[config.mk]
export PLATFORM = sky130hd
export DESIGN_NAME = c2a_fdiv
export DESIGN_NICKNAME = d
export VERILOG_FILES = /design/src/sv/c2a_pkg.sv /design/src/sv/c2a_fdiv.sv
export SDC_FILE = /design/constraint.sdc
export NUM_CORES = 1
export LEC_CHECK = 0
export BUFFER_PORTS_ARGS = -buffer_cell sky130_fd_sc_hd__buf_2
export CAP_MARGIN = 0
export CORE_MARGIN = 3
export CORE_UTILIZATION = 55
export CTS_CLUSTER_DIAMETER = 60
export DETAILED_ROUTE_END_ITERATION = 12
export PLACE_DENSITY = 0.71
export SKIP_CTS_REPAIR_TIMING = 1
export SYNTH_ARGS = -nofsm -noshare
export SYNTH_HDL_FRONTEND = slang
export SYNTH_SLANG_ARGS = --single-unit
[constraint.sdc]
create_clock -name clk -period 3.8 [get_ports clk]
set_clock_uncertainty 0.2 [all_clocks]
set_input_delay 0.19 -clock clk [delete_from_list [all_inputs] [get_ports clk]]
set_output_delay 0.19 -clock clk [all_outputs]
set_load 0.01 [all_outputs]
[src/sv/c2a_pkg.sv]
// Shared constants, types and the restoring divide step for the color-to-alpha core.
`default_nettype none
package c2a_pkg;

  localparam int FRAC_BITS = 16;
  localparam int Q_W       = FRAC_BITS + 1;
  localparam int CH_W      = 8;
  localparam int CFG_W     = Q_W;

  localparam logic [Q_W-1:0]  ONE     = Q_W'(1) << FRAC_BITS;
  localparam logic [CH_W-1:0] CH_MAX  = {CH_W{1'b1}};

  typedef enum logic [1:0] {
    CFG_BG_RED   = 2'd0,
    CFG_BG_GREEN = 2'd1,
    CFG_BG_BLUE  = 2'd2,
    CFG_THRESH   = 2'd3
  } cfg_idx_t;

  typedef struct packed {
    logic [CH_W-1:0] red;
    logic [CH_W-1:0] green;
    logic [CH_W-1:0] blue;
    logic [CH_W-1:0] alpha;
  } pix_t;

  typedef struct packed {
    logic [CH_W-1:0] alpha;
    logic            zero;
  } tail_t;

  // One restoring step: shift the remainder left, subtract the divisor if it fits.
  // Returns {quotient bit, new remainder}.
  function automatic logic [Q_W:0] div_step(input logic [Q_W-1:0] rem,
                                            input logic [Q_W-1:0] den);
    logic [Q_W:0] r2;
    logic [Q_W:0] diff;
    begin
      r2   = {rem, 1'b0};
      diff = r2 - {1'b0, den};
      if (r2 >= {1'b0, den}) begin
        div_step = {1'b1, diff[Q_W-1:0]};
      end else begin
        div_step = {1'b0, r2[Q_W-1:0]};
      end
    end
  endfunction

endpackage
`default_nettype wire

[src/sv/c2a_fdiv.sv]
// Pipelined fraction divider: quo = num * 2^FRAC_BITS / den, num <= den, one bit per stage.
`default_nettype none
module c2a_fdiv
  import c2a_pkg::*;
(
  input  logic           clk,
  input  logic [Q_W-1:0] num,
  input  logic [Q_W-1:0] den,
  output logic [Q_W-1:0] quo
);

  logic [Q_W-1:0]       rem_r   [1:FRAC_BITS];
  logic [Q_W-1:0]       rem_nxt [1:FRAC_BITS];
  logic [Q_W-1:0]       den_r   [1:FRAC_BITS];
  logic [Q_W-1:0]       den_nxt [1:FRAC_BITS];
  logic [FRAC_BITS-1:0] q_r     [1:FRAC_BITS];
  logic [FRAC_BITS-1:0] q_nxt   [1:FRAC_BITS];
  logic                 full_r  [1:FRAC_BITS];
  logic                 full_nxt[1:FRAC_BITS];

  always_comb begin
    logic [Q_W:0] st;
    logic         full;
    full        = (num == den);
    st          = div_step(full ? '0 : num, den);
    rem_nxt[1]  = st[Q_W-1:0];
    den_nxt[1]  = den;
    q_nxt[1]    = {{(FRAC_BITS-1){1'b0}}, st[Q_W]};
    full_nxt[1] = full;
    for (int k = 2; k <= FRAC_BITS; k++) begin
      st          = div_step(rem_r[k-1], den_r[k-1]);
      rem_nxt[k]  = st[Q_W-1:0];
      den_nxt[k]  = den_r[k-1];
      q_nxt[k]    = {q_r[k-1][FRAC_BITS-2:0], st[Q_W]};
      full_nxt[k] = full_r[k-1];
    end
  end

  always_ff @(posedge clk) begin
    for (int k = 1; k <= FRAC_BITS; k++) begin
      rem_r[k]  <= rem_nxt[k];
      den_r[k]  <= den_nxt[k];
      q_r[k]    <= q_nxt[k];
      full_r[k] <= full_nxt[k];
    end
  end

  // equal operands give exactly one
  assign quo = full_r[FRAC_BITS] ? ONE : {1'b0, q_r[FRAC_BITS]};

endmodule
`default_nettype wire

After elaboration in Yosys (flattened, before gate mapping)
Memory sizes are Yosys's and may differ from the RTL's.
Index checks and enable logic that the tools add are counted.
{"block": "word_totals", "regBits": 0, "mem_bits_rw": 816, "input_bits": 35, "output_inout_bits": 17, "word_cells": 55, "mem_count": 4}
{"block": "classes", "n_addsub": 16, "n_lt_le_gt_ge": 16, "eq_ne": 1, "n_mux": 18}
{"name": "den_r", "depth": 16, "word_bits": 17, "read_ports": 15, "rd_ports_with_merged_regs": 0, "write_ports": 16, "line": "c2a_fdiv.sv:14", "rtl": "logic [Q_W-1:0] den_r [1:FRAC_BITS];"}
{"name": "rem_r", "depth": 16, "word_bits": 17, "read_ports": 15, "rd_ports_with_merged_regs": 0, "write_ports": 16, "line": "c2a_fdiv.sv:12", "rtl": "logic [Q_W-1:0] rem_r [1:FRAC_BITS];"}
{"name": "q_r", "depth": 16, "word_bits": 16, "read_ports": 16, "rd_ports_with_merged_regs": 0, "write_ports": 16, "line": "c2a_fdiv.sv:16", "rtl": "logic [FRAC_BITS-1:0] q_r [1:FRAC_BITS];"}
{"name": "full_r", "depth": 16, "word_bits": 1, "read_ports": 16, "rd_ports_with_merged_regs": 0, "write_ports": 16, "line": "c2a_fdiv.sv:18", "rtl": "logic full_r [1:FRAC_BITS];"}
{"op": "18-bit by 17-bit >= comparator with 1-bit output", "n": 16}
{"op": "18-bit 2-to-1 mux", "n": 16}
{"op": "17-bit subtractor", "n": 16}
{"op": "17-bit 2-to-1 mux", "n": 2}
{"op": "17-bit == test", "n": 1}

Depth between registers and ports, before layout
Gate-level depths: netlist of the first run.
{"block": "logic_depth", "depth_word": 4, "depth_mapped": 17, "depth_no_buf": 15}

Worst setup path before layout of the first run
No wires, ideal clock.
{"block": "synth_path", "kind": "input -> register", "startpoint": "input den[14]", "endpoint": "register rem_r[0][29] (netlist name)", "setup_ns": 0.121, "arrival_ns": 2.975, "t_required_ns": 3.479, "setup_slack_ns": 0.504, "path_stages": 13, "n_path_buf": 0, "path_cell_list": "xor2_1 nor4_1 nand4_1 and2_1 ha_1 a21o_1 a21o_1 a221o_1 a21boi_1 o21ai_1 nor2_4 inv_2 mux2_2"}
{"element": "start: declaration", "line": "c2a_fdiv.sv:8", "rtl": "input logic [Q_W-1:0] den,"}

==> results of run 1 <==
[state kept, by name, summed over array words and instances (netlist names)]
name    count
full_r     16
q_r       136
rem_r     255
den_r     255
[routing by layer]
metal	GRT usage	up-vias
met3	0.03650	124
li1	-	10730
met4	0.07458	0
met1	0.2833	9881
met5	0	-
met2	0.3822	454
[cells by family after synthesis]
kind of cell / count (synthesis) / share of synthesized area
adder cells (fa/ha/maj): 286 / 0.1231
AND/OR/NAND/NOR: 633 / 0.1082
multiplexers: 191 / 0.07263
flip-flops: 662 / 0.4421
AO/OA/AOI/OAI: 628 / 0.1409
XOR/XNOR: 200 / 0.05844
buffers and inverters: 410 / 0.05456
[layout by cell type, fill, tap and decap left out, drive strengths merged, types with 26 or more instances in the layout]
master       count
dfxtp          662
inv            375
ha             271
a21oi          195
mux2           167
nor2           163
xnor2          138
nand2          123
o21ai          111
a21o            99
clkbuf          89
buf             82
nor3            63
xor2            62
nand3           55
nor2b           45
nand4           41
dlygate4sd3     34
and2            29
nand2b          29
and3            26
[power by group]
part           internal (mW)  total, mW  switching, mW
logic                   7.43       15.3           7.88
registers               9.29       10.5           1.20
clock network           3.89       6.66           2.77
total                   20.6       32.5           11.8
[final timing paths]
check | start | endpoint | slack [ps]
worst min-delay path | den[16] | rem_r[0][33] | 30
worst min register to register | q_r[0][101] | q_r[0][118] | 110
worst max-delay path | den[9] | rem_r[0][29] | 220
worst max register to register | den_r[0][17] | rem_r[0][36] | 390
[metrics by stage]
stage / setup WS (ps) / util
final: 224.1 / 0.6328
after floorplan: 503.9 / -
after global routing: -16.44 / 0.6328
after detailed placement: 72.04 / 0.5835
after global placement: 18.87 / 0.5835
after CTS: 384.9 / 0.6264
[area by class of cell]
class / count / area [um2] / share of cell area
Sequential cell: 662 / 13250 / 0.3930
Multi-Input combinational cell: 1938 / 15100 / 0.4480
Timing Repair Buffer: 116 / 828.3 / 0.02456
Clock inverter: 34 / 360.3 / 0.01069
Tap cell: 688 / 860.8 / 0.02553
Inverter: 370 / 1389 / 0.04119
Clock buffer: 89 / 1923 / 0.05703
[worst max-delay path, delay by kind of cell]
kind | cells | cell delay (ps)
AOI/OAI and AO/OA | 4 | 970
xor gates and xnor gates | 2 | 260
adders and majority gates | 1 | 290
buffers and inverters | 3 | 960
muxes | 1 | 250
and+or+nand+nor | 5 | 930
==> qor.txt, run 1 <==
status: finished clean
Max IR drop VDD: 0.4801 mV
fin nets: 3478
drt initial violations: 1222
synthesized flop and latch total: 662
CP max stage delay: 550 ps
Core Area: 0.05329 mm2
total track usage: 0.2218
placement row count: 84
WL/cell: 16.31 um
TritonCTS clock tree: done
Pins Over Slew Limit: 0
worst-margin pin slew: 908.8 ps
starting density of the core: 0.5625
Post-Route Setup TNS: 0 ps
first-pass GRT wire length: 103.3 mm
top area cells in the synthesized netlist: dfxtp_1 (44%), ha_1 (11%), mux2_2 (5.4%)
WL met1: 28.66 mm
layout cells sized above 1: 0.1250
placed cell count: 3740
routed wl met2: 30.26 mm
pwr dens: 962.6 mW/mm2
First-pass DRT Iterations: 7
Synthesized Nets: 3331
count of unique library cells instantiated by Yosys: 93
largest net degree at the start of global routing: 23
synthesized netlist cell count: 3010
ANT nets after route: 0
clock sink count: 662
Hold Path Class: input port to flip-flop
Max H-tree Level: 3
Seq/Total Area, Yosys: 0.4421
CTS Root Cell: clkbuf_16
Leak: 15.78 nW
Filler cells: 4344
Worst EP required: 4080 ps
Worst-path clk slew: 60 ps
Post-Synthesis Cell Area: 0.02997 mm2
Die Area: 0.05734 mm2
Worst Path Max Fanout: 14
Die W: 239.5 um
Crit Path Class: input port to flip-flop
Fin Hold WS: 27.41 ps
number of flops mapped to enable cells by yosys: 0
max-cap violations: 0
CP Capture Type: flip-flop
share of the synthesized area in the top cell type: 0.4421
Hold Path Depth: 6
Critical Path AT: 3850 ps
Post-synth top flop: dfxtp_1
IO Count: 52
YS warnings: 0
Non-Filler Cell Area, Final: 0.03372 mm2
cell taking the most area after synthesis: dfxtp_1
Avg Vias per Cell: 5.438
Placer Congestion: 0.8934
Fmax achieved: 279.7 MHz
Tmin final: 3576 ps
Die Ht: 239.5 um
DP Wirelength: 49.04 mm
Async SR Flop Fraction: 0
Max-slew headroom: 0.3935
final worst-path cycle share: 0.9410
clk_lat worst skew: 610 ps
type of origin of the critical path: input port
count leader, synth: dfxtp_1
Reg2Reg Depth: 8
vias: 21190
metal3 WL: 2.794 mm
synthesis-to-layout area growth: 12.49%
clk buf depth: 3
top post-synthesis cells by count: dfxtp_1 (662), inv_1 (368), ha_1 (271), a21oi_1 (190), nor2_1 (158)
total chip power: 32.46 mW
input/output buffers: 51
setup violators final: 0
Worst path slowest cell: dlygate4sd3_1
highest metal used: met4
# diodes: 0
Cell Chain, Critical Path: dlygate4sd3_1, buf_2, xnor2_1, nand4_1, nor3_1, nand4_1, buf_4, and2_1, ha_1, and4_1, a221o_1, a21bo_2, a21o_1, a21oi_1, xnor2_1, mux2_2
vias in the first global route: 20860
final routed DRC violation total: 0
synthesized area per cell: 9.958 um2
final WL: 63.56 mm
non-filler cells, final: 3897
initial antenna violation count: 2
cts bufs inserted: 69
grt ovf: 0
final hold vios: 0
placed cell area: 0.03109 mm2
(Power assumes the default switching activity.)
==> run 2: changes to the inputs <==
--- a/config.mk
+++ b/config.mk
@@ -11,8 +11,9 @@
 export CORE_UTILIZATION = 55
 export CTS_CLUSTER_DIAMETER = 60
 export DETAILED_ROUTE_END_ITERATION = 12
-export PLACE_DENSITY = 0.71
+export PLACE_DENSITY = 0.74
 export SKIP_CTS_REPAIR_TIMING = 1
+export SLEW_MARGIN = 40
 export SYNTH_ARGS = -nofsm -noshare
 export SYNTH_HDL_FRONTEND = slang
 export SYNTH_SLANG_ARGS = --single-unit
==> constraint.sdc (replaced) <==
create_clock -name clk -period 2.85 [get_ports clk]
set_clock_uncertainty 0.2 [all_clocks]
set_input_delay 0.1425 -clock clk [delete_from_list [all_inputs] [get_ports clk]]
set_output_delay 0.1425 -clock clk [all_outputs]
set_load 0.01 [all_outputs]
==> run 2 against run 1 <==
Against the previous run:
- the flow now finishes with violations (negative setup slack)
- global-route usage is 2.0 points higher
- first-iteration DRC count increased by 8.8%
- final cell count up 8.9%
- cell area increased by 13%
- utilization rose by 8.3 points
- wire length rose by 16%
- clock power rose by 43%
- count of clock-buffer cells in the layout rose by 2
==> qor.txt, run 2 (synthesis results as in run 1) <==
Avg Vias per Cell: 5.428
placed cell count: 4039
total chip power: 49.67 mW
commonest non-fill, non-tap cell in the layout: dfxtp_1
pwr dens: 1303 mW/mm2
synthesis-to-layout area growth: 27.21%
status: finished, violations left
unrepaired setup endpoints after global routing: yes
First-pass DRT Iterations: 8
grt ovf: 0
placement row count: 84
Max IR drop VDD: 0.6990 mV
WL/cell: 17.44 um
most frequent cells in the layout: dfxtp_1 (632), inv_1 (362), buf_4 (344)
Post-Route Setup TNS: -949.9 ps
TritonCTS clock tree: done
Tmin final: 2919 ps
Critical Path AT: 3220 ps
Max-slew headroom: 0.5571
final worst slack: -69.03 ps
Hold Crit Start: num[3]
worst r2r src: rem_r[0][205]
max-cap violations: 0
layout cells sized above 1: 0.2672
starting density of the core: 0.5625
Hold Path Depth: 7
setup violators final: 27
multi-input logic area: 0.01640 mm2
clk_lat worst skew: 620 ps
# diodes: 0
Pins Over Slew Limit: 0
vias in the first global route: 22760
Leak: 17.97 nW
Hold Path Class: input port to flip-flop
CTS Root Cell: clkbuf_16
largest net degree at the start of global routing: 22
first-pass GRT wire length: 112.5 mm
ANT nets after route: 0
Die Ht: 239.5 um
WL met1: 31.58 mm
failing checks: negative setup slack
clk buf depth: 3
Max H-tree Level: 3
Placer Congestion: 0.9120
drt initial violations: 1330
Core Area: 0.05329 mm2
final worst-path cycle share: 1.024
CP startpoint: rem_r[0][205]
clock sink count: 662
Die Area: 0.05734 mm2
Worst EP required: 3150 ps
FF/Latch Area: 0.01330 mm2
metal3 WL: 2.706 mm
CP Capture Type: flip-flop
final routed DRC violation total: 0
final WL: 74.00 mm
final hold vios: 0
worst-margin pin slew: 663.5 ps
cts bufs inserted: 70
vias: 23030
highest metal used: met4
non-filler cells, final: 4243
Reg2Reg Depth: 10
initial antenna violation count: 1
Fmax achieved: 342.6 MHz
Crit Path Class: flip-flop to flip-flop
total track usage: 0.2419
Worst Path Max Fanout: 7
routed wl met2: 37.48 mm
input/output buffers: 51
Die W: 239.5 um
IO Count: 52
Worst-path clk slew: 60 ps
registers with the most flip-flops: den_r: 255 flops, rem_r: 255 flops, q_r: 136 flops
fin nets: 3821
DP Wirelength: 53.98 mm
type of origin of the critical path: flip-flop
Filler cells: 3785
## run 2: cell count changes in the layout (fill, tap and decap cells not counted), moves of 20 or more
cell     before  now
a21oi_1     190  167
dfxtp_1     662  632
dfxtp_2       0   28
mux2_4       15   47
ha_4          0   27
buf_4        31  344
a21oi_2       5   25
ha_1        271  235
mux2_2      143  112
## run 2: path summary, 6_finish.rpt
| kind | end | slack [ps] |
|---|---|---|
| min | rem_r[0][21] | 60 |
| max reg2reg | rem_r[0][235] | -70 |
| max | rem_r[0][235] | -70 |
| min reg2reg | q_r[0][147] | 120 |
## run 2: through the flow
step | hold WS (ps) | setup WS, ps | instance area, um2 | utilization
after CTS | -479.9 | -416.9 | 36010 | 0.6758
after global placement | 109.8 | -811.9 | 33570 | 0.6300
after floorplan | -29.78 | -222.5 | 30080 | -
after detailed placement | 112.1 | -833.2 | 33580 | 0.6302
after global routing | 60.18 | -157.3 | 38130 | 0.7156
final | 59.10 | -69.03 | 38130 | 0.7156
## run 2: critical path: stages (launching register included)
cell       delay (ps)
dfxtp_1           420
ha_4              240
nor2b_2           160
o21ai_2           160
a21o_1            190
nand3b_1          130
a2111o_1          430
a21boi_2          190
or3_4             180
clkbuf_16         160
mux2_2            350
## run 2: routing by layer
layer	global-route usage	up-vias
met5	0	-
met4	0.07861	0
met3	0.03431	162
met2	0.4372	469
met1	0.2968	10990
li1	-	11420
## run 2: area by class of cell
class                           count  area share
Clock buffer                       91     0.05040
Clock inverter                     36     0.01336
Inverter                          370     0.03649
Multi-Input combinational cell   1938      0.4301
Sequential cell                   662      0.3487
Tap cell                          688     0.02258
Timing Repair Buffer              458     0.09841
## run 2: where the power goes
part,switching [mW],internal (mW)
logic,12.5,13.6
clock network,3.79,5.73
registers,1.66,12.4
total,17.9,31.7
