**src/sv/c2a_pkg.sv**
```systemverilog
// Shared constants, types and the restoring divide step for the color-to-alpha core.
`default_nettype none
package c2a_pkg;

  localparam int FRAC_BITS = 16;
  localparam int Q_W       = FRAC_BITS + 1;
  localparam int CH_W      = 8;
  localparam int CFG_W     = Q_W;

  localparam logic [Q_W-1:0]  ONE     = Q_W'(1) << FRAC_BITS;
  localparam logic [CH_W-1:0] CH_MAX  = {CH_W{1'b1}};

  typedef enum logic [1:0] {
    CFG_BG_RED   = 2'd0,
    CFG_BG_GREEN = 2'd1,
    CFG_BG_BLUE  = 2'd2,
    CFG_THRESH   = 2'd3
  } cfg_idx_t;

  typedef struct packed {
    logic [CH_W-1:0] red;
    logic [CH_W-1:0] green;
    logic [CH_W-1:0] blue;
    logic [CH_W-1:0] alpha;
  } pix_t;

  typedef struct packed {
    logic [CH_W-1:0] alpha;
    logic            zero;
  } tail_t;

  // One restoring step: shift the remainder left, subtract the divisor if it fits.
  // Returns {quotient bit, new remainder}.
  function automatic logic [Q_W:0] div_step(input logic [Q_W-1:0] rem,
                                            input logic [Q_W-1:0] den);
    logic [Q_W:0] r2;
    logic [Q_W:0] diff;
    begin
      r2   = {rem, 1'b0};
      diff = r2 - {1'b0, den};
      if (r2 >= {1'b0, den}) begin
        div_step = {1'b1, diff[Q_W-1:0]};
      end else begin
        div_step = {1'b0, r2[Q_W-1:0]};
      end
    end
  endfunction

endpackage
`default_nettype wire

```
**src/sv/c2a_cdiv.sv**
```systemverilog
// Per-channel unblend: b + (c-b)*2^FRAC_BITS/a, truncated, saturated; one quotient bit per stage.
`default_nettype none
module c2a_cdiv
  import c2a_pkg::*;
(
  input  logic            clk,
  input  logic [Q_W-1:0]  fac,
  input  logic [CH_W-1:0] chan,
  input  logic [CH_W-1:0] bg,
  output logic [CH_W-1:0] res
);

  logic [Q_W-1:0]  rem_r   [1:CH_W];
  logic [Q_W-1:0]  rem_nxt [1:CH_W];
  logic [Q_W-1:0]  fac_r   [1:CH_W];
  logic [Q_W-1:0]  fac_nxt [1:CH_W];
  logic [CH_W-1:0] bg_r    [1:CH_W];
  logic [CH_W-1:0] bg_nxt  [1:CH_W];
  logic [CH_W-1:0] q_r     [1:CH_W];
  logic [CH_W-1:0] q_nxt   [1:CH_W];
  logic            neg_r   [1:CH_W];
  logic            neg_nxt [1:CH_W];
  logic            ovf_r   [1:CH_W];
  logic            ovf_nxt [1:CH_W];
  logic [CH_W-1:0] res_r;
  logic [CH_W-1:0] res_nxt;

  always_comb begin
    logic [Q_W:0]       st;
    logic               neg;
    logic [CH_W-1:0]    dd;
    logic [FRAC_BITS-1:0] rem0;
    neg        = (chan < bg);
    dd         = neg ? (bg - chan) : (chan - bg);
    rem0       = {dd, {(FRAC_BITS-CH_W){1'b0}}};
    // quotient of 2^CH_W or more saturates either way
    ovf_nxt[1] = ({1'b0, rem0} >= fac);
    st         = div_step({1'b0, rem0}, fac);
    rem_nxt[1] = st[Q_W-1:0];
    fac_nxt[1] = fac;
    bg_nxt[1]  = bg;
    neg_nxt[1] = neg;
    q_nxt[1]   = {{(CH_W-1){1'b0}}, st[Q_W]};
    for (int k = 2; k <= CH_W; k++) begin
      st         = div_step(rem_r[k-1], fac_r[k-1]);
      rem_nxt[k] = st[Q_W-1:0];
      fac_nxt[k] = fac_r[k-1];
      bg_nxt[k]  = bg_r[k-1];
      neg_nxt[k] = neg_r[k-1];
      ovf_nxt[k] = ovf_r[k-1];
      q_nxt[k]   = {q_r[k-1][CH_W-2:0], st[Q_W]};
    end
  end

  always_comb begin
    logic [CH_W:0] sum;
    sum = {1'b0, bg_r[CH_W]} + {1'b0, q_r[CH_W]};
    if (ovf_r[CH_W]) begin
      res_nxt = neg_r[CH_W] ? '0 : CH_MAX;
    end else if (neg_r[CH_W]) begin
      res_nxt = (q_r[CH_W] > bg_r[CH_W]) ? '0 : (bg_r[CH_W] - q_r[CH_W]);
    end else begin
      res_nxt = sum[CH_W] ? CH_MAX : sum[CH_W-1:0];
    end
  end

  always_ff @(posedge clk) begin
    for (int k = 1; k <= CH_W; k++) begin
      rem_r[k] <= rem_nxt[k];
      fac_r[k] <= fac_nxt[k];
      bg_r[k]  <= bg_nxt[k];
      q_r[k]   <= q_nxt[k];
      neg_r[k] <= neg_nxt[k];
      ovf_r[k] <= ovf_nxt[k];
    end
    res_r <= res_nxt;
  end

  assign res = res_r;

endmodule
`default_nettype wire

```
**config.mk**
```make
export PLATFORM = sky130hd
export DESIGN_NAME = c2a_cdiv
export DESIGN_NICKNAME = d
export VERILOG_FILES = /design/src/sv/c2a_pkg.sv /design/src/sv/c2a_cdiv.sv
export SDC_FILE = /design/constraint.sdc
export NUM_CORES = 1
export LEC_CHECK = 0
export BUFFER_PORTS_ARGS = -buffer_cell sky130_fd_sc_hd__buf_2
export CORE_MARGIN = 8
export CORE_UTILIZATION = 35
export DETAILED_ROUTE_END_ITERATION = 6
export GPL_ROUTABILITY_DRIVEN = 0
export GPL_TIMING_DRIVEN = 0
export PLACE_DENSITY_LB_ADDON = 0.15
export SYNTH_ARGS = -nofsm -noshare
export SYNTH_HDL_FRONTEND = slang
export SYNTH_SLANG_ARGS = --single-unit
```
**constraint.sdc**
```tcl
create_clock -name clk -period 4.8 [get_ports clk]
set_input_delay 0.96 -clock clk [delete_from_list [all_inputs] [get_ports clk]]
set_output_delay 0.96 -clock clk [all_outputs]
set_load 0.01 [all_outputs]
```
After elaboration in Yosys (flattened, before gate mapping)
Memories as Yosys holds them, arrays and structs flattened.
Cells that the tools add are included.
Widths: inputs -> output; s select.
{"block": "totals", "regBits": 8, "ramBits": 416, "in_bits": 34, "out_inout_bits": 8, "elab_cells": 44, "mem_count": 6}
{"block": "op_classes", "addsub": 12, "n_lt_le_gt_ge": 11, "mux": 14}
{"name": "fac_r", "words": 8, "word_bits": 17, "rd": 7, "rd_clocked_by_memory_dff": 0, "wr": 8, "line": "c2a_cdiv.sv:15", "text": "logic [Q_W-1:0] fac_r [1:CH_W];"}
{"name": "rem_r", "words": 8, "word_bits": 17, "rd": 7, "rd_clocked_by_memory_dff": 0, "wr": 8, "line": "c2a_cdiv.sv:13", "text": "logic [Q_W-1:0] rem_r [1:CH_W];"}
{"name": "bg_r", "words": 8, "word_bits": 8, "rd": 8, "rd_clocked_by_memory_dff": 0, "wr": 8, "line": "c2a_cdiv.sv:17", "text": "logic [CH_W-1:0] bg_r [1:CH_W];"}
{"name": "q_r", "words": 8, "word_bits": 8, "rd": 8, "rd_clocked_by_memory_dff": 0, "wr": 8, "line": "c2a_cdiv.sv:19", "text": "logic [CH_W-1:0] q_r [1:CH_W];"}
{"name": "neg_r", "words": 8, "word_bits": 1, "rd": 8, "rd_clocked_by_memory_dff": 0, "wr": 8, "line": "c2a_cdiv.sv:21", "text": "logic neg_r [1:CH_W];"}
{"name": "ovf_r", "words": 8, "word_bits": 1, "rd": 8, "rd_clocked_by_memory_dff": 0, "wr": 8, "line": "c2a_cdiv.sv:23", "text": "logic ovf_r [1:CH_W];"}
{"operator": "$mux 18", "n": 8}
{"operator": "$sub 17x17->17", "n": 8}
{"operator": "$ge 18x17->1", "n": 7}
{"operator": "$mux 8", "n": 6}
{"operator": "$sub 8x8->8", "n": 3}
{"operator": "$ge 16x17->1", "n": 1}
{"operator": "$ge 17x17->1", "n": 1}
{"operator": "$add 8x8->9", "n": 1}
{"operator": "$gt 8x8->1", "n": 1}
{"operator": "$lt 8x8->1", "n": 1}

Longest topological paths before layout
Gate-level depths: netlist (run 1).
An unclocked memory read counts as a cell.
{"block": "depth", "ltp_word": 5, "depth_mapped": 17, "ltp_nobuf": 16}

Least setup slack after synthesis (run 1)
No wires, ideal clock.
{"block": "synth_path", "kind": "input to register", "start": "in chan[0]", "end": "reg, netlist name rem_r[0][32]", "setup_ps": 121, "arrival_time_ps": 4519, "t_required_ps": 4679, "setup_slack_ps": 160, "path_stages": 16, "n_path_buf": 0, "cell_sequence": "inv_1 > ha_1 > inv_1 > fa_1 > a211oi_2 > nor2_1 > o41ai_4 > mux2_2 > ha_1 > a21o_1 > a21oi_1 > o21ai_0 > a2111oi_0 > nor2_1 > xor2_1 > mux2_2"}
{"item": "from (decl)", "line": "c2a_cdiv.sv:8", "text": "input logic [CH_W-1:0] chan,"}

==> flow_summary.toml, run 1 <==
[logic_synthesis]
synth.avg_cell_area_um2 = 9.81
ys.warnings.count = 0
synth_enable_flop_cells = 0
synth-seq-area-share = 0.443
synth_cell_type_count = 74
synthesized_instance_count = 1668
post_syn_area_mm2 = 0.0164
postSynthRegisterBits = 362
area_fraction_in_compound_gates_after_synthesis = 0.157
synth_top_area_share = 0.443
synth.area.top_cells = "sky130_fd_sc_hd__dfxtp_1 44%, sky130_fd_sc_hd__ha_1 13%, sky130_fd_sc_hd__mux2_2 4.7%, sky130_fd_sc_hd__inv_1 4.5%, sky130_fd_sc_hd__a21oi_1 3.6%"
synthMuxAreaShare = 0.0535
synth-simple-area-share = 0.103
synth_top_flop_cell = "sky130_fd_sc_hd__dfxtp_1"
postSynth.asyncResetShare = 0
synth_top_family_by_area = "compound AO/OA/AOI/OAI gates"
post_synth_fa_ha_maj_area_fraction = 0.139
yosys.area.top_type = "sky130_fd_sc_hd__dfxtp_1"
xor_xnor_cell_area_share_of_the_yosys_netlist = 0.0482
postSynthNetCount = 1878

[sta]
report.final.hold_viol_count = 0
maxClockFrequency_mhz = 219
finalCritPeriodShare = 0.950
final_period_minus_worst_setup_slack_ns = 4.56
relSlewSlack = 0.407
report.final.slew_viol_count = 0
max_slew.worst_pin.slew_ns = 0.884
setup-violations-final = 0
rsz_0062_raised_after_global_routing = "no"
worst_hold_slack_ns = 0.322
finalClockSkew_ns = 0.0140
setup_tns_ns = 0

[drt]
routed_via_density = 4.71
antenna_violating_nets_post_route = 0
post_drt_wl_per_cell_um = 13.7
post-route-drc-count = 0
drt_pass1_iterations = 5
route.vias.total = 11300
drt_iter0_markers = 524
detail_route.wirelength_mm = 32.7

[layout]
antennaDiodeCount = 0
layout-drive-gt1-share = 0.122
areaGrowthSynthToFinish_pct = 15.0
final_area_mm2 = 0.0188
layout.cells.non_filler = 2394
finish.net_count = 1966

[power_and_ir_drop]
lkg_pwr_uw = 0.00859
vdd_drop_max_v = 0.000242
power.density_mw_per_mm2 = 712

[floorplan]
die_height_um = 232
die_width_um = 232
fp.coreArea_mm2 = 0.0464
initial_utilization = 0.353
placementRows = 79
die-area_mm2 = 0.0539
io-pin-count = 42

[worst_setup_path]
crit_arrival_ns = 5.01
worst-endpoint-required_ns = 5.25
cp_max_fo = 10
timing_worst_setup_path_type = "input pin to register"
critical_path.endpoint_type = "register"
worst_setup_path_start_kind = "input pin"

[global_route]
grt_start_max_net_pins = 15
antenna_violations_before_repair = 0
grt_pass1_vias = 11400
overflow = 0
grtUsageTotal = 0.121
global_route_wire_length_before_repair_mm = 54.3

[min_path]
min-delay-path-class = "register to register"

[clock_network]
post_cts_resize_count = 0
cts.clk_slew.worst_paths_ns = 0.06
clock-root-buffer = "sky130_fd_sc_hd__clkbuf_16"
cts_setup_buffers = 0
number_of_levels_the_h_tree_was_split_into = 2
cts_hold_buf = 0
clkLatencyLatePin_ns = 0.57
clk_path_buf_depth = 3
cts-buffers-inserted = 41
clkSinkCount = 362
cts_tree = "yes"

[place]
post-dp-hpwl_mm = 25.5
portBuffers = 41
placed_instance_area_mm2 = 0.0173
place_inst = 2316

[outcome]
outcome = "finished clean"

[flow_run]
cap_viol_max_count = 0
path summary, 6_finish.rpt:
| path | from | end | slack [ns] | cells after the start |
|---|---|---|---|---|
| worst min register to register | bg_r[0][21]$_DFF_P_ | bg_r[0][29]$_DFF_P_ | 0.32 | 0 |
| worst max register to register | rem_r[0][68]$_SDFF_PP0_ | rem_r[0][97]$_DFF_P_ | 1.38 | 9 |
| worst max-delay path | chan[0] | rem_r[0][32]$_DFF_P_ | 0.24 | 18 |
| worst min-delay path | bg_r[0][21]$_DFF_P_ | bg_r[0][29]$_DFF_P_ | 0.32 | 0 |
synthesized netlist by cell type (4+ instances only):
master and n:
sky130_fd_sc_hd__dfxtp_1 362, sky130_fd_sc_hd__nand4_1 12, sky130_fd_sc_hd__nand2b_1 15, sky130_fd_sc_hd__o221a_2 4, sky130_fd_sc_hd__or2_2 8, sky130_fd_sc_hd__mux2i_1 11, sky130_fd_sc_hd__nor3b_1 4, sky130_fd_sc_hd__nor4b_1 5
sky130_fd_sc_hd__xnor2_1 45, sky130_fd_sc_hd__a2111oi_0 6, sky130_fd_sc_hd__a21o_1 29, sky130_fd_sc_hd__nor3_1 21, sky130_fd_sc_hd__a221oi_1 7, sky130_fd_sc_hd__o41ai_1 10, sky130_fd_sc_hd__fa_1 10, sky130_fd_sc_hd__nor2_1 85
sky130_fd_sc_hd__a211oi_1 9, sky130_fd_sc_hd__and2_1 14, sky130_fd_sc_hd__and3_1 6, sky130_fd_sc_hd__mux2_2 68, sky130_fd_sc_hd__xor2_1 45, sky130_fd_sc_hd__o21bai_1 9, sky130_fd_sc_hd__o211ai_1 10, sky130_fd_sc_hd__o21a_1 22
sky130_fd_sc_hd__a21oi_1 119, sky130_fd_sc_hd__nand3_1 19, sky130_fd_sc_hd__clkbuf_1 18, sky130_fd_sc_hd__ha_1 166, sky130_fd_sc_hd__o21ai_0 94, sky130_fd_sc_hd__o31a_1 11, sky130_fd_sc_hd__inv_1 198, sky130_fd_sc_hd__o221ai_1 5
sky130_fd_sc_hd__a31oi_1 12, sky130_fd_sc_hd__nor2b_1 19, sky130_fd_sc_hd__nand2_1 106, sky130_fd_sc_hd__and4_1 4, sky130_fd_sc_hd__or3_1 18, sky130_fd_sc_hd__a21boi_0 6
placed cells by master, fill, tap and decap left out, types with 8 or more instances in the layout:
master,n
sky130_fd_sc_hd__a21oi_1,119
sky130_fd_sc_hd__or2_2,8
sky130_fd_sc_hd__nand4_1,12
sky130_fd_sc_hd__nand2b_1,15
sky130_fd_sc_hd__nor2_1,85
sky130_fd_sc_hd__nand2_1,106
sky130_fd_sc_hd__mux2_2,68
sky130_fd_sc_hd__ha_1,166
sky130_fd_sc_hd__o21ai_0,94
sky130_fd_sc_hd__buf_2,44
sky130_fd_sc_hd__a31oi_1,12
sky130_fd_sc_hd__dfxtp_1,362
sky130_fd_sc_hd__o211ai_1,10
sky130_fd_sc_hd__nor2b_1,19
sky130_fd_sc_hd__inv_1,198
sky130_fd_sc_hd__xor2_1,45
sky130_fd_sc_hd__clkbuf_1,26
sky130_fd_sc_hd__a211oi_1,9
sky130_fd_sc_hd__mux2i_1,11
sky130_fd_sc_hd__o21a_1,22
sky130_fd_sc_hd__a21o_1,29
sky130_fd_sc_hd__or3_1,18
sky130_fd_sc_hd__nand3_1,19
sky130_fd_sc_hd__o41ai_1,10
sky130_fd_sc_hd__o31a_1,11
sky130_fd_sc_hd__xnor2_1,45
sky130_fd_sc_hd__fa_1,10
sky130_fd_sc_hd__o21bai_1,9
sky130_fd_sc_hd__and2_1,14
sky130_fd_sc_hd__nor3_1,21
sky130_fd_sc_hd__clkbuf_16,41
power by group:
part	internal [uW]	leakage (uW)	switching [uW]	total, uW
combinational	2700	0.00484	3140	5840
sequential	3890	0.00305	399	4280
clock	2030	0.000706	1230	3260
sequential cells by signal, summed over array words and instances (netlist names):
signal / flops
fac_r: 119
rem_r: 119
bg_r: 64
q_r: 36
neg_r: 8
ovf_r: 8
res: 8
per-layer routing:
| layer | global-route usage | vias up | wire length, um |
|---|---|---|---|
| met5 | 0 | - | 0 |
| met4 | 0.0612 | 0 | 1130 |
| met3 | 0.0205 | 76 | 1150 |
| met2 | 0.211 | 195 | 15500 |
| met1 | 0.142 | 5075 | 15000 |
| li1 | - | 5936 | - |
kinds of logic (layout without fill, tap and decap cells):
kind of cell / count (synthesis) / after routing
buf+inv: 225 / 344
flops: 362 / 362
mux: 79 / 79
fa+ha+maj: 176 / 176
simple gates: 346 / 346
compound gates: 390 / 390
xor+xnor: 90 / 90
worst max-delay path: stages:
cell	delay (ns)
sky130_fd_sc_hd__buf_2	0.12
sky130_fd_sc_hd__inv_1	0.05
sky130_fd_sc_hd__ha_1	0.17
sky130_fd_sc_hd__inv_1	0.06
sky130_fd_sc_hd__fa_1	0.42
sky130_fd_sc_hd__a211oi_2	0.23
sky130_fd_sc_hd__nor2_1	0.10
sky130_fd_sc_hd__o41ai_4	0.28
sky130_fd_sc_hd__buf_4	0.24
sky130_fd_sc_hd__mux2_2	0.41
sky130_fd_sc_hd__ha_1	0.34
sky130_fd_sc_hd__a21o_1	0.17
sky130_fd_sc_hd__a21oi_1	0.25
sky130_fd_sc_hd__o21ai_0	0.19
sky130_fd_sc_hd__a2111oi_0	0.47
sky130_fd_sc_hd__nor2_1	0.12
sky130_fd_sc_hd__xor2_1	0.15
sky130_fd_sc_hd__mux2_2	0.27
cell type report:
cell class | count | area [um2]
fill | 4551 | 27500
multi-input combinational | 1081 | 8200
sequential | 362 | 7250
clock buffer | 56 | 1150
tap | 607 | 759
inverter | 199 | 747
clock inverter | 18 | 304
timing repair buffer | 45 | 235
buffer | 26 | 168
per-stage QoR:
stage	setup slack, ns	utilization	total power (uW)
6_report	0.239	0.406	13400
5_1_grt	0.0236	0.406	14400
4_1_cts	0.0135	0.405	13500
3_5_place_dp	-0.588	0.374	10200
3_3_place_gp	-0.577	0.374	10100
2_1_floorplan	0.160	-	8830
(Power assumes the default switching activity.)
==> run 2, diff against run 1 <==
--- a/config.mk
+++ b/config.mk
@@ -14,2 +14,4 @@
 export PLACE_DENSITY_LB_ADDON = 0.15
+export SETUP_SLACK_MARGIN = 0.5
+export SKIP_CTS_REPAIR_TIMING = 1
 export SYNTH_ARGS = -nofsm -noshare
==> constraint.sdc (replaced) <==
create_clock -name clk -period 4.8 [get_ports clk]
set_input_delay 0.24 -clock clk [delete_from_list [all_inputs] [get_ports clk]]
set_output_delay 0.24 -clock clk [all_outputs]
set_load 0.01 [all_outputs]
==> flow_summary.toml, run 2 (synthesis results as in run 1) <==
[outcome]
outcome = "finished clean"

[drt]
detail_route.wirelength_mm = 32.8
antenna_violating_nets_post_route = 0
route.vias.total = 11300
post-route-drc-count = 0
drt_pass1_iterations = 5
post_drt_wl_per_cell_um = 13.6
drt_iter0_markers = 520
routed_via_density = 4.69

[global_route]
grtUsageTotal = 0.121
grt_pass1_vias = 11400
antenna_violations_before_repair = 0
grt_start_max_net_pins = 15
overflow = 0
global_route_wire_length_before_repair_mm = 54.3

[layout]
most-common-layout-cells = "362 x sky130_fd_sc_hd__dfxtp_1, 198 x sky130_fd_sc_hd__inv_1, 166 x sky130_fd_sc_hd__ha_1"
num-fill-cells = 4524
largest_registers = "fac_r (119), rem_r (119), bg_r (64)"
antennaDiodeCount = 0
layout.cells.non_filler = 2419
finish.net_count = 1991
areaGrowthSynthToFinish_pct = 16.5
final_area_mm2 = 0.0191
layout-drive-gt1-share = 0.120
fin_util = 0.411
final_common_cell = "sky130_fd_sc_hd__dfxtp_1"

[worst_setup_path]
reg2reg_setup_slack_ns = 1.39
timing_worst_setup_path_type = "input pin to register"
cpPeakStageDelay_ns = 0.53
critical-path-slowest-cell = "sky130_fd_sc_hd__dlygate4sd3_1"
worstSetupStartpoint = "bg[4]"
worstPathCellList = "dlygate4sd3_1, buf_2, ha_1, bufbuf_16, o21ai_0, nor2_1, o41ai_4, buf_4, mux2_2, ha_1, a21o_1, a21oi_1, o21ai_0, a2111oi_0, nor2_1, xor2_1, mux2_2"
worst-r2r-cell-count = 9
worstSetupPathDepth = 17
timing.critical_path.max_delay_family = "compound AO/OA/AOI/OAI gates"
crit_arrival_ns = 4.56
critical_path.reg2reg.startpoint = "rem_r[0][68]$_SDFF_PP0_"
critical_path.endpoint_type = "register"
critical_path_buf_inv_count = 4
cp_max_fo = 10
worst-endpoint-required_ns = 5.25
worst_setup_path_start_kind = "input pin"

[sta]
final_period_minus_worst_setup_slack_ns = 4.11
finalCritPeriodShare = 0.856
setup_tns_ns = 0
rsz_0062_raised_after_global_routing = "no"
relSlewSlack = 0.407
finalClockSkew_ns = 0.0141
maxClockFrequency_mhz = 243
report.final.slew_viol_count = 0
report.final.hold_viol_count = 0
max_slew.worst_pin.slew_ns = 0.884
setup-violations-final = 0

[place]
portBuffers = 41
placed_instance_area_mm2 = 0.0173
place_inst = 2316
post-dp-hpwl_mm = 25.5

[clock_network]
clock-root-buffer = "sky130_fd_sc_hd__clkbuf_16"
cts_tree = "yes"
cts.clk_slew.worst_paths_ns = 0.06
clkSinkCount = 362
cts-buffers-inserted = 41
clkLatencyLatePin_ns = 0.57
number_of_levels_the_h_tree_was_split_into = 2
clk_path_buf_depth = 3

[floorplan]
io-pin-count = 42
initial_utilization = 0.353
die_width_um = 232
placementRows = 79
die_height_um = 232
die-area_mm2 = 0.0539
fp.coreArea_mm2 = 0.0464

[min_path]
min-delay-start = "bg[0]"
min-delay-path-class = "input pin to register"
worst_hold_path.num_cells = 5

[power_and_ir_drop]
lkg_pwr_uw = 0.00870
vdd_drop_max_v = 0.000242
power.density_mw_per_mm2 = 703

[flow_run]
cap_viol_max_count = 0
run 2: power by group:
| part | switching, uW | total [uW] | internal, uW | leakage [uW] |
|---|---|---|---|---|
| registers | 399 | 4280 | 3890 | 0.00305 |
| clock network | 1230 | 3260 | 2030 | 0.000706 |
| logic | 3140 | 5850 | 2710 | 0.00494 |
| total | 4770 | 13400 | 8630 | 0.00870 |
run 2: worst register-to-register path, cell delays in order, from the launching register on:
cell and delay [ns]:
sky130_fd_sc_hd__dfxtp_1 0.35, sky130_fd_sc_hd__inv_1 0.06, sky130_fd_sc_hd__fa_1 0.39, sky130_fd_sc_hd__nand2b_1 0.17, sky130_fd_sc_hd__a211oi_1 0.43, sky130_fd_sc_hd__o21ba_2 0.29, sky130_fd_sc_hd__nor3b_1 0.09, sky130_fd_sc_hd__o21ai_1 0.73
sky130_fd_sc_hd__clkbuf_1 0.54, sky130_fd_sc_hd__a21oi_1 0.19
run 2: per-layer routing:
layer | wire length (um) | track usage
met2 | 15600 | 0.211
met5 | 0 | 0
met1 | 14900 | 0.142
met4 | 1180 | 0.0608
met3 | 1150 | 0.0205
run 2: area by class of cell:
| cell class | count | area (um2) | share of cell area |
|---|---|---|---|
| Inverter | 199 | 747 | 0.0392 |
| Clock buffer | 56 | 1150 | 0.0605 |
| Buffer | 26 | 168 | 0.00880 |
| Tap cell | 607 | 759 | 0.0398 |
| Multi-Input combinational cell | 1081 | 8200 | 0.430 |
| Sequential cell | 362 | 7250 | 0.380 |
| Clock inverter | 18 | 304 | 0.0160 |
| Timing Repair Buffer | 70 | 485 | 0.0255 |
run 2: per-stage QoR:
step / setup slack (ns) / total power [uW] / hold WS (ns)
3_3_place_gp: 0.143 / 10100 / 0.309
2_1_floorplan: 0.880 / 8830 / 0.268
6_report: 0.692 / 13400 / 0.254
3_5_place_dp: 0.132 / 10200 / 0.312
4_1_cts: 0.734 / 13500 / -0.248
5_1_grt: 0.517 / 14500 / 0.271
run 2: worst paths after layout:
check                         endpoint
setup / recovery  rem_r[0][32]$_DFF_P_
setup reg to reg  rem_r[0][97]$_DFF_P_
hold / removal    rem_r[0][26]$_DFF_P_
hold reg to reg     q_r[0][61]$_DFF_P_
